File: src/sv/thfd_pkg.sv
// thfd_pkg: shared types, constants and the crc-8 step for the temperature and
// humidity frame decoder. Used by the decoder top level and its checker.
// No dependencies.
`default_nettype none

package thfd_pkg;

   // crc-8, polynomial 0x31, preset 0xff, msb first
   localparam logic [7:0] CHECK_POLY = 8'h31;
   localparam logic [7:0] CHECK_INIT = 8'hFF;

   // byte positions inside one six-byte reply
   localparam logic [2:0] POS_TEMP_MSB = 3'd0;
   localparam logic [2:0] POS_TEMP_LSB = 3'd1;
   localparam logic [2:0] POS_TEMP_CRC = 3'd2;
   localparam logic [2:0] POS_HUM_MSB  = 3'd3;
   localparam logic [2:0] POS_HUM_LSB  = 3'd4;
   localparam logic [2:0] POS_HUM_CRC  = 3'd5;

   // temperature: floor(raw * 17500 / 65535) - 4500
   localparam int unsigned TEMP_PROD_W = 31;
   localparam logic [30:0] TEMP_SCALE      = 31'd17500;
   localparam logic [16:0] TEMP_FULL_SCALE = 17'd65535;
   localparam logic [15:0] TEMP_OFFSET     = 16'd4500;
   localparam int          TEMP_MIN        = -4500;
   localparam int          TEMP_MAX        = 13000;

   // humidity: (625 * raw) >> 12
   localparam int unsigned HUM_PROD_W  = 26;
   localparam int unsigned HUM_SHIFT   = 12;
   localparam logic [25:0] HUM_SCALE   = 26'd625;
   localparam logic [13:0] HUM_MAX     = 14'd9999;

   // one received byte of the sensor reply
   typedef struct packed {
      logic [7:0] data_byte;
      logic       frame_start;
   } req_type;

   // decoded reading
   typedef struct packed {
      logic signed [14:0] temp_centi;
      logic [13:0]        humidity_centi;
      logic               temp_check_ok;
      logic               humidity_check_ok;
   } rsp_type;

   // one byte through the crc, eight shift steps unrolled
   function automatic logic [7:0] crc8_update(input logic [7:0] crc, input logic [7:0] b);
      logic [7:0] c;
      c = crc ^ b;
      for (int k = 0; k < 8; k++) begin
         if (c[7]) begin
            c = {c[6:0], 1'b0} ^ CHECK_POLY;
         end else begin
            c = {c[6:0], 1'b0};
         end
      end
      return c;
   endfunction

endpackage

`default_nettype wire

File: src/sv/temp_humidity_frame_decoder.sv
// temp_humidity_frame_decoder: byte-wise decoder of a six-byte temperature and
// humidity sensor reply with crc checks and fixed-point scaling.
// Depends on thfd_pkg.
//
// Usage:
//   req channel carries one reply byte per transaction plus a frame_start flag
//   that forces the byte to position zero (temp msb). Bytes without the flag
//   take the next position and wrap after the sixth, so replies may follow
//   each other with no flag at all.
//   rsp channel carries one decoded reading per complete reply, issued from an
//   output register in the cycle after the sixth byte is taken.
//   Throughput is one byte per cycle while req_stall is low. The temperature
//   scaling multiply runs when the temperature crc byte arrives, the humidity
//   multiply on the last byte. While a reading waits under rsp_stall the
//   block keeps taking the first five bytes of the next reply; it stalls only
//   when the registered position is the last byte and the output register is
//   still full.
//   Synchronous active-high reset empties the output register and returns the
//   position to zero and the crc to its preset.
//   A crc mismatch still yields a reading, with the matching flag cleared.
`default_nettype none

module temp_humidity_frame_decoder (
   input  wire logic              clock,
   input  wire logic              reset,
   input  wire logic              req_valid,
   output logic                   req_stall,
   input  wire thfd_pkg::req_type req_data,
   output logic                   rsp_valid,
   input  wire logic              rsp_stall,
   output thfd_pkg::rsp_type      rsp_data
);

   logic [2:0]                       pos_ff, pos_in, pos_cur;
   logic [7:0]                       crc_ff, crc_in, crc_cur, crc_next;
   logic [15:0]                      temp_raw_ff, temp_raw_in;
   logic [15:0]                      hum_raw_ff, hum_raw_in;
   logic                             temp_match_ff, temp_match_in;
   logic [thfd_pkg::TEMP_PROD_W-1:0] temp_prod_ff, temp_prod_in;
   logic                             rsp_valid_ff, rsp_valid_in;
   thfd_pkg::rsp_type                rsp_data_ff, rsp_data_in;

   logic                             req_accept;
   logic                             restart;
   logic [14:0]                      prod_hi;
   logic [15:0]                      prod_lo;
   logic [16:0]                      fold_sum;
   logic [15:0]                      quot;
   logic [15:0]                      temp_val;
   logic [thfd_pkg::HUM_PROD_W-1:0]  hum_prod;

   // input handshake: hold off only the last byte while a reading is stuck
   assign req_stall  = rsp_valid_ff & rsp_stall & (pos_ff == thfd_pkg::POS_HUM_CRC);
   assign req_accept = req_valid & ~req_stall;

   // effective position and crc after frame start or an unused code
   assign restart  = req_data.frame_start | (pos_ff > thfd_pkg::POS_HUM_CRC);
   assign pos_cur  = restart ? thfd_pkg::POS_TEMP_MSB : pos_ff;
   assign crc_cur  = restart ? thfd_pkg::CHECK_INIT : crc_ff;
   assign crc_next = thfd_pkg::crc8_update(crc_cur, req_data.data_byte);

   // divide by 65535: high half plus one fold correction of high + low
   assign prod_hi  = temp_prod_ff[30:16];
   assign prod_lo  = temp_prod_ff[15:0];
   assign fold_sum = {2'b00, prod_hi} + {1'b0, prod_lo};
   assign quot     = {1'b0, prod_hi} + 16'(fold_sum >= thfd_pkg::TEMP_FULL_SCALE);
   assign temp_val = quot - thfd_pkg::TEMP_OFFSET;

   // humidity scaling
   assign hum_prod = thfd_pkg::HUM_PROD_W'(hum_raw_ff) * thfd_pkg::HUM_SCALE;

   // byte sequencing and result capture
   always_comb begin
      pos_in        = pos_ff;
      crc_in        = crc_ff;
      temp_raw_in   = temp_raw_ff;
      hum_raw_in    = hum_raw_ff;
      temp_match_in = temp_match_ff;
      temp_prod_in  = temp_prod_ff;
      rsp_valid_in  = rsp_valid_ff & rsp_stall;
      rsp_data_in   = rsp_data_ff;
      if (req_accept) begin
         unique case (pos_cur)
            thfd_pkg::POS_TEMP_MSB: begin
               temp_raw_in = {req_data.data_byte, temp_raw_ff[7:0]};
               crc_in      = crc_next;
               pos_in      = thfd_pkg::POS_TEMP_LSB;
            end
            thfd_pkg::POS_TEMP_LSB: begin
               temp_raw_in = {temp_raw_ff[15:8], req_data.data_byte};
               crc_in      = crc_next;
               pos_in      = thfd_pkg::POS_TEMP_CRC;
            end
            thfd_pkg::POS_TEMP_CRC: begin
               temp_match_in = (req_data.data_byte == crc_cur);
               temp_prod_in  = thfd_pkg::TEMP_PROD_W'(temp_raw_ff) * thfd_pkg::TEMP_SCALE;
               crc_in        = thfd_pkg::CHECK_INIT;
               pos_in        = thfd_pkg::POS_HUM_MSB;
            end
            thfd_pkg::POS_HUM_MSB: begin
               hum_raw_in = {req_data.data_byte, hum_raw_ff[7:0]};
               crc_in     = crc_next;
               pos_in     = thfd_pkg::POS_HUM_LSB;
            end
            thfd_pkg::POS_HUM_LSB: begin
               hum_raw_in = {hum_raw_ff[15:8], req_data.data_byte};
               crc_in     = crc_next;
               pos_in     = thfd_pkg::POS_HUM_CRC;
            end
            default: begin
               rsp_data_in.temp_centi        = signed'(temp_val[14:0]);
               rsp_data_in.humidity_centi    =
                  hum_prod[thfd_pkg::HUM_PROD_W-1:thfd_pkg::HUM_SHIFT];
               rsp_data_in.temp_check_ok     = temp_match_ff;
               rsp_data_in.humidity_check_ok = (req_data.data_byte == crc_cur);
               rsp_valid_in                  = 1'b1;
               crc_in                        = thfd_pkg::CHECK_INIT;
               pos_in                        = thfd_pkg::POS_TEMP_MSB;
            end
         endcase
      end
   end

   // control registers
   always_ff @(posedge clock) begin
      if (reset) begin
         pos_ff        <= thfd_pkg::POS_TEMP_MSB;
         crc_ff        <= thfd_pkg::CHECK_INIT;
         temp_match_ff <= 1'b0;
         rsp_valid_ff  <= 1'b0;
      end else begin
         pos_ff        <= pos_in;
         crc_ff        <= crc_in;
         temp_match_ff <= temp_match_in;
         rsp_valid_ff  <= rsp_valid_in;
      end
   end

   // payload registers
   always_ff @(posedge clock) begin
      temp_raw_ff  <= temp_raw_in;
      hum_raw_ff   <= hum_raw_in;
      temp_prod_ff <= temp_prod_in;
      rsp_data_ff  <= rsp_data_in;
   end

   assign rsp_valid = rsp_valid_ff;
   assign rsp_data  = rsp_data_ff;

endmodule

`default_nettype wire

File: config.mk
export PLATFORM = sky130hd
export DESIGN_NAME = temp_humidity_frame_decoder
export DESIGN_NICKNAME = d
export VERILOG_FILES = /design/src/sv/thfd_pkg.sv /design/src/sv/temp_humidity_frame_decoder.sv
export SDC_FILE = /design/constraint.sdc
export NUM_CORES = 1
export LEC_CHECK = 0
export BUFFER_PORTS_ARGS = -buffer_cell sky130_fd_sc_hd__buf_2
export CELL_PAD_IN_SITES_DETAIL_PLACEMENT = 0
export CELL_PAD_IN_SITES_GLOBAL_PLACEMENT = 2
export CORE_UTILIZATION = 35
export DETAILED_ROUTE_END_ITERATION = 10
export MAX_ROUTING_LAYER = met4
export PLACE_DENSITY_LB_ADDON = 0.25
export SYNTH_ARGS = -nofsm -noshare
export SYNTH_HDL_FRONTEND = slang
export SYNTH_SLANG_ARGS = --single-unit
File: constraint.sdc
create_clock -name clock -period 5.4 [get_ports clock]
set_clock_uncertainty 0.15 [all_clocks]
set_input_delay 0.81 -clock clock [delete_from_list [all_inputs] [get_ports clock]]
set_output_delay 0.81 -clock clock [all_outputs]
set_load 0.02 [all_outputs]
**Yosys cells after proc, flatten, opt, wreduce, memory -nomap -nowiden**

Cells that the tools add are included.

- Bits in registers: 105
- Input port bits: 13
- Output and inout port bits: 33
- Logic and storage cells: 70

- Add/sub/neg operators: 3
- Multiply operators: 2
- Order comparisons: 2
- Eq/ne operators: 6
- Multiplexer cells: 16
- Bitwise operators: 19
- Reductions and logical operators: 9

Operators with widths:

| operator | count |
|---|---|
| $pmux 16 s2 | 2 |
| $mux 6 | 8 |
| $mul 16x13->29 const B | 1 |
| $mul 16x10->26 const B | 1 |
| $not 3->3 | 8 |
| $add 15x16->17 | 1 |
| $ge 17x16->1 const B | 1 |
| $mux 8 | 2 |
| $add 15x1->15 | 1 |
| $pmux 3 s5 | 1 |
| $sub 15x13->15 const B | 1 |
| $reduce_and 3->1 | 4 |
| $eq 8x8->1 | 1 |
| $xor 8x8->8 | 1 |
| $eq 3x2->1 const B | 2 |
| $eq 3x3->1 const B | 2 |
| $not 1->1 | 6 |
| $reduce_or 5->1 | 1 |
| $reduce_and 2->1 | 2 |
| $reduce_or 4->1 | 1 |
| $and 1x1->1 | 3 |
| $eq 3x1->1 const B | 1 |
| $gt 3x3->1 const B | 1 |
| $logic_not 3->1 | 1 |
| 3 further kinds | 4 |

**Depth between registers and ports, before layout**

Gate-level depths: netlist of run 1.

- Depth in word-level cells: 21
- Gate-level depth with buffers: 20
- Mapped depth without buffers: 20

**Worst setup path before layout of run 1**

OpenSTA, ideal clock, no wires.

- Path type: in2reg
- From: in req_data[0] (netlist name)
- To: reg crc_ff[0]
- Setup time: 95 ps
- Data arrival time: 4786 ps
- Required time: 5155 ps
- Slack: 369 ps
- Stages on the path: 4
- Buffers on the path: 1
- Path through: buf_2 -> nor4_1 -> nor3_1 -> o211ai_1

- Cells in the longest elaborated chain, start to end: 12
- Elaborated cells between the ends (all ways): 20
- Classes of those cells: eq/ne: 3; mux: 9; bitwise: 6; reduce/logical: 2

RTL lines:

| item | line | source |
|---|---|---|
| from (decl) | temp_humidity_frame_decoder.sv:28 | `input wire thfd_pkg::req_type req_data,` |
| $or 1x1->1 * | temp_humidity_frame_decoder.sv:57 | `assign restart = req_data.frame_start \| (pos_ff > thfd_pkg::POS_HUM_CRC);` |
| $mux 8 | temp_humidity_frame_decoder.sv:59 | `assign crc_cur = restart ? thfd_pkg::CHECK_INIT : crc_ff;` |
| $xor 8x8->8 | thfd_pkg.sv:51 | `c = crc ^ b;` |
| $mux 6 (3 in series) | thfd_pkg.sv:53 | `if (c[7]) begin` |
| $not 3->3 (no line) | - |  |
| $mux 6 | thfd_pkg.sv:53 |  |
| $not 3->3 (no line) | - |  |
| $mux 6 (2 in series) | thfd_pkg.sv:53 |  |
| $mux 8 * | temp_humidity_frame_decoder.sv:83 | `unique case (pos_cur)` |
| to (signal assigned) | temp_humidity_frame_decoder.sv:128 | `crc_ff <= thfd_pkg::CHECK_INIT;` |
| to (signal assigned) | temp_humidity_frame_decoder.sv:133 | `crc_ff <= crc_in;` |
| to (decl) | temp_humidity_frame_decoder.sv:35 | `logic [7:0] crc_ff, crc_in, crc_cur, crc_next;` |

Mark *: on every way between the ends. The rest lies on a longest branch, timed or not.
A chain may end at the register's enable or synchronous reset.

**Final worst setup path of run 1**

- From: reg temp_raw_ff[7]
- To: reg temp_prod_ff[29] (netlist name), data pin

- Cells in the longest elaborated chain, start to end: 1

RTL lines:

| item | line | source |
|---|---|---|
| from (decl) | temp_humidity_frame_decoder.sv:36 | `logic [15:0] temp_raw_ff, temp_raw_in;` |
| from (signal assigned) | temp_humidity_frame_decoder.sv:141 | `temp_raw_ff <= temp_raw_in;` |
| $mul 16x13->29 | temp_humidity_frame_decoder.sv:96 | `temp_prod_in = thfd_pkg::TEMP_PROD_W'(temp_raw_ff) * thfd_pkg::TEMP_SCALE;` |
| to (signal assigned) | temp_humidity_frame_decoder.sv:143 | `temp_prod_ff <= temp_prod_in;` |
| to (decl) | temp_humidity_frame_decoder.sv:39 | `logic [thfd_pkg::TEMP_PROD_W-1:0] temp_prod_ff, temp_prod_in;` |

Every way passes these cells.

==> flow_summary.yaml, run 1 <==
clock_network:
  ctsHtreeMaxLevel: 3
  cts.sinks: 105
  root_buffer: "clkbuf_16"
  cts_tree: "yes"
  clkTransAtPathRegs_ns: 0.08
  clk_latency_ns: 0.37
  cts_made_buffers: 9
  clock_path_buffers: 2
routing:
  drc: 0
  vias: 6840
  drt_iter0_markers: 395
  routed_via_density: 4.65
  antenna_left: 0
  first_pass_iters: 5
  routedWlPerCell_um: 14.5
  drt_wl_total_um: 21200
place:
  numPortBuffers: 45
  detailed_place_hpwl_um: 17300
  gp_congestion: 0.808
floorplan:
  fp.dieH_um: 174
  core_area_sq_um: 28900
  die-area_sq_um: 30400
  start_util: 0.359
  io_pins: 46
  rows: 62
  die_w_um: 174
grt:
  grt_pass1_vias: 6786
  grt_usage: 0.150
  grt_pass1_wl_um: 35000
  grt_start_max_net_pins: 33
  grt_overflow: 0
  antenna_found_initial: 0
finish:
  antenna_cells: 0
  drive_gt1_frac: 0.103
  nNetsFinal: 1355
  fillers: 2881
  layout_commonest_cell: "inv_1"
  utilization: 0.403
  areaGrowthSynthToFinish_pct: 12.3
  final_cell_mix: "216 x inv_1, 180 x ha_1, 92 x edfxtp_1"
sta:
  fin_hold_ws_ns: 0.313
  worstMarginPinSlew_ns: 1.14
  tns_ns: 0
  finalCriticalPeriod_ns: 5.22
  slew_headroom: 0.236
  finalCritPeriodShare: 0.966
  maxSlewViolCount: 0
  finalHoldViolations: 0
  setup_viol: 0
  timing.fmax_mhz: 192
synth:
  synth_top_area_share: 0.266
  ys_seq_area_frac: 0.291
  syn_area_per_cell_sq_um: 10.3
  yosysTopAreaCell: "edfxtp_1"
  ys_seq_elements: 105
  synthFlopType: "edfxtp_1"
  ys_warn_count: 0
  synth_edf_count: 92
  synthArstFlopShare: 0
  synth_area_leaders: "edfxtp_1 27%, ha_1 22%, fa_1 15%"
  synthesis.area_sq_um: 10400
  syn_inst: 1006
  syn_nets: 1280
  synth.distinct_cells: 53
power:
  seq_power_share: 0.314
  power.leakage_nw: 5.67
  p_int_mw: 2.02
  power_density_nw_per_um2: 276
  p_switching_mw: 1.21
  ir_drop_v: 0.000215
  p_comb_frac: 0.469
  swShare: 0.374
  clockPowerShare: 0.217
worst_setup_path:
  critPathArrivalTime_ns: 5.17
  cp-start-kind: "register"
  required_ns: 5.36
  end_kind: "register"
  cp_max_fo: 4
  criticalPathCategory: "reg -> reg"
hold_path:
  hp-class: "reg -> reg"
status:
  status: "finished, final reports clean"
job:
  drv_cap: 0
-- what timing repair did --
action | in CTS | in global routing
setup buffers | 0 | 17
endpoints found under the setup margin | 0 | 4
hold buffers | 0 | 0
resized for setup | 0 | 11
-- logic make-up after synthesis --
group	after synthesis	share of synthesized area
adder cells (fa/ha/maj)	261	0.372
AND/OR/NAND/NOR	185	0.0931
buffers and inverters	237	0.0866
AO/OA/AOI/OAI	140	0.0910
XOR/XNOR	76	0.0641
flip-flops	105	0.291
multiplexers	2	0.00193
-- registers in the layout (all words and copies together) (netlist names) --
signal         flops
temp_prod_ff      29
rsp_data          31
rsp_valid          1
hum_raw_ff        16
temp_raw_ff       16
crc_ff             8
pos_ff             3
temp_match_ff      1
-- cell type report --
cell class	instances	area (sq um)	area share
Inverter	220	826	0.0708
Multi-Input combinational cell	664	6530	0.560
Clock buffer	10	250	0.0214
Sequential cell	105	3020	0.259
Clock inverter	6	58.8	0.00504
Timing Repair Buffer	81	495	0.0425
Tap cell	384	480	0.0412
-- worst max-delay path: stages (launching register included) --
cell and delay (ns):
edfxtp_1 0.49, ha_1 0.36, fa_1 0.46, ha_1 0.32, fa_1 0.48, fa_1 0.50
ha_1 0.36, a21oi_1 0.15, nand2_1 0.10, o21ai_1 0.21, a31oi_1 0.19, o31a_1 0.35
a2111oi_1 0.44, buf_4 0.19, or4_1 0.10, o2111ai_1 0.11
-- metal layers --
layer  share of wire  wire length [um]  vias up  global-route usage
li1                -                 -     3512                   -
met1            0.54             11500     3242               0.219
met2            0.43              9120       74               0.220
met3           0.022               459       12              0.0188
met4          0.0091               193        0              0.0340
met5               0                 0        -                   -
-- cells in the mapped netlist (all sizes together), types with 3 or more instances --
| library cell | instances |
|---|---|
| clkbuf | 10 |
| a22o | 3 |
| ha | 181 |
| o211ai | 12 |
| nand2 | 26 |
| dfxtp | 13 |
| or4 | 5 |
| edfxtp | 92 |
| and2 | 19 |
| nand2b | 7 |
| a21oi | 42 |
| and3 | 4 |
| buf | 7 |
| a211oi | 7 |
| a211o | 3 |
| xor2 | 32 |
| inv | 220 |
| o21a | 10 |
| a31oi | 6 |
| nand3 | 11 |
| o21ai | 20 |
| nor3 | 18 |
| nor2 | 44 |
| or3 | 4 |
| nand4 | 5 |
| nor2b | 24 |
| xnor2 | 44 |
| fa | 80 |
| o311a | 3 |
| nor4 | 8 |
| o2111ai | 3 |
| o21bai | 3 |
| a21o | 19 |
-- per-stage QoR --
stage | total power, mW | instance area (sq um) | instances | worst slack, ns
finish | 3.23 | 11700 | 1470 | 0.184
global route | 3.51 | 11700 | 1470 | -0.00546
CTS | 3.27 | 11500 | 1453 | 0.0789
detailed placement | 2.55 | 11200 | 1437 | 0.121
global placement | 2.55 | 11200 | 1437 | 0.108
floorplan | 2.18 | 10400 | 1006 | 0.369
-- worst paths after layout --
| kind | slack (ns) | startpoint | cells past startpoint | to |
|---|---|---|---|---|
| max | 0.18 | temp_raw_ff[7] | 15 | temp_prod_ff[29] |
| min | 0.31 | temp_match_ff | 0 | rsp_data[1] |
| max reg2reg | 0.18 | temp_raw_ff[7] | 15 | temp_prod_ff[29] |
| min reg2reg | 0.31 | temp_match_ff | 0 | rsp_data[1] |
-- power groups by stage --
stage	logic [mW]	registers (mW)	clock network, mW
6_report	1.51	1.01	0.698
5_1_grt	1.75	1.02	0.750
4_1_cts	1.53	1.01	0.722
3_5_place_dp	1.52	1.03	0
3_3_place_gp	1.52	1.03	0
2_1_floorplan	1.16	1.02	0
Power figures use the tool's default switching activity.
==> run 2: changes to the inputs <==
Settings changed: CTS_BUF_LIST set to sky130_fd_sc_hd__clkbuf_8.
==> flow_summary.yaml, run 2 (synthesis results as in run 1) <==
status:
  status: "finished, final reports clean"
finish:
  layout.cells.non_filler: 1470
  layout_commonest_cell: "inv_1"
  drive_gt1_frac: 0.104
  nNetsFinal: 1355
  largest_reg_flops: 31
  areaGrowthSynthToFinish_pct: 11.5
  final_cell_mix: "216 x inv_1, 180 x ha_1, 92 x edfxtp_1"
  antenna_cells: 0
place:
  detailed_place_hpwl_um: 17300
  place_inst: 1437
  dp_slack_ns: 0.121
  gp_congestion: 0.808
  numPortBuffers: 45
power:
  p_switching_mw: 1.18
  clockPowerShare: 0.178
  seq_power_share: 0.329
  ir_drop_v: 0.000227
  power.leakage_nw: 5.63
  p_comb_frac: 0.493
  swShare: 0.384
  power_density_nw_per_um2: 266
  p_int_mw: 1.89
clock_network:
  clk_latency_ns: 0.40
  clkTransAtPathRegs_ns: 0.12
  root_buffer: "clkbuf_8"
  cts_tree: "yes"
  clock_path_buffers: 2
  cts_made_buffers: 9
  cts.sinks: 105
  ctsHtreeMaxLevel: 3
  hold_buffers: 0
routing:
  routed_via_density: 4.65
  drt_wl_total_um: 21200
  drc: 0
  antenna_left: 0
  routedWlPerCell_um: 14.4
  drt_iter0_markers: 385
  vias: 6829
  first_pass_iters: 4
sta:
  finalCriticalPeriod_ns: 5.16
  maxSlewViolCount: 0
  setup_viol: 0
  worst_slack_ns: 0.238
  finalCritPeriodShare: 0.956
  timing.fmax_mhz: 194
  slew_headroom: 0.236
  worstMarginPinSlew_ns: 1.14
  finalHoldViolations: 0
grt:
  grt_overflow: 0
  grt_start_max_net_pins: 33
  grt_pass1_vias: 6776
  grt_usage: 0.150
  antenna_found_initial: 0
  grt_pass1_wl_um: 34900
floorplan:
  io_pins: 46
  start_util: 0.359
  core_area_sq_um: 28900
  fp.dieH_um: 174
  die-area_sq_um: 30400
  die_w_um: 174
  rows: 62
worst_setup_path:
  required_ns: 5.50
  cp_max_fo: 4
  critPathArrivalTime_ns: 5.27
  end_kind: "register"
  criticalPathCategory: "reg -> reg"
  cp-start-kind: "register"
hold_path:
  hp-class: "reg -> reg"
job:
  drv_cap: 0
-- run 2: changes by cell type in the layout (fill, tap and decap cells not counted) --
| cell | delta |
|---|---|
| o21ai_0 | -1 |
| bufinv_16 | +1 |
| o21ai_1 | +1 |
| a2111oi_2 | +1 |
| a2111oi_1 | -1 |
| buf_6 | +1 |
| clkbuf_8 | +9 |
| clkbuf_16 | -10 |
| buf_4 | -1 |
-- run 2: repair_timing --
item	in CTS	in global routing
endpoints found under the setup margin	0	5
buffers inserted	0	17
resized for setup	0	14
-- run 2: layer usage --
layer  track usage  share of wire  up-vias
met3        0.0197          0.025       11
met4        0.0329         0.0084        0
met5             -              0        -
li1              -              -     3510
met1         0.219           0.54     3238
met2         0.218           0.43       70
-- run 2: area by class of cell --
type / instances / area (sq um)
clock inverter: 7 / 88.8
sequential: 105 / 3020
multi-input combinational: 664 / 6540
fill: 2896 / 17400
tap: 384 / 480
inverter: 220 / 826
timing repair buffer: 81 / 499
clock buffer: 9 / 124
-- run 2: per-stage QoR --
| step | setup TNS [ns] | utilization | total power, mW | hold WS (ns) | area [sq um] |
|---|---|---|---|---|---|
| final | 0 | 0.400 | 3.07 | 0.322 | 11600 |
| after global routing | -0.0169 | 0.400 | 3.37 | 0.349 | 11600 |
| after CTS | 0 | 0.393 | 3.12 | 0.316 | 11400 |
| after detailed placement | 0 | 0.386 | 2.55 | 0.274 | 11200 |
| after global placement | 0 | 0.386 | 2.55 | 0.264 | 11200 |
| after floorplan | 0 | - | 2.18 | 0.258 | 10400 |
-- run 2: critical path, stage by stage, from the launching register on --
cell	delay (ns)
edfxtp_1	0.41
inv_2	0.07
fa_1	0.54
inv_1	0.04
ha_1	0.26
inv_1	0.05
fa_1	0.50
inv_1	0.04
ha_1	0.26
inv_1	0.04
fa_1	0.49
inv_2	0.05
ha_4	0.23
a21o_1	0.15
a221o_1	0.39
o2111ai_4	0.27
a31oi_4	0.14
o2111ai_4	0.26
a31oi_4	0.13
or4_1	0.48
nand3_1	0.08
-- run 2: power by group through the flow --
stage          registers, mW  logic [mW]  clock network [mW]
6_report                1.01        1.52               0.546
5_1_grt                 1.02        1.75               0.601
4_1_cts                 1.01        1.53               0.571
2_1_floorplan           1.02        1.16                   0
3_5_place_dp            1.03        1.52                   0
3_3_place_gp            1.03        1.52                   0
-- run 2: final timing paths --
kind / startpoint / end / slack (ns) / cells after the start
max: hum_raw_ff[4] / rsp_data[15] / 0.24 / 20
min: temp_match_ff / rsp_data[1] / 0.32 / 0
max reg2reg: hum_raw_ff[4] / rsp_data[15] / 0.24 / 20
min reg2reg: temp_match_ff / rsp_data[1] / 0.32 / 0
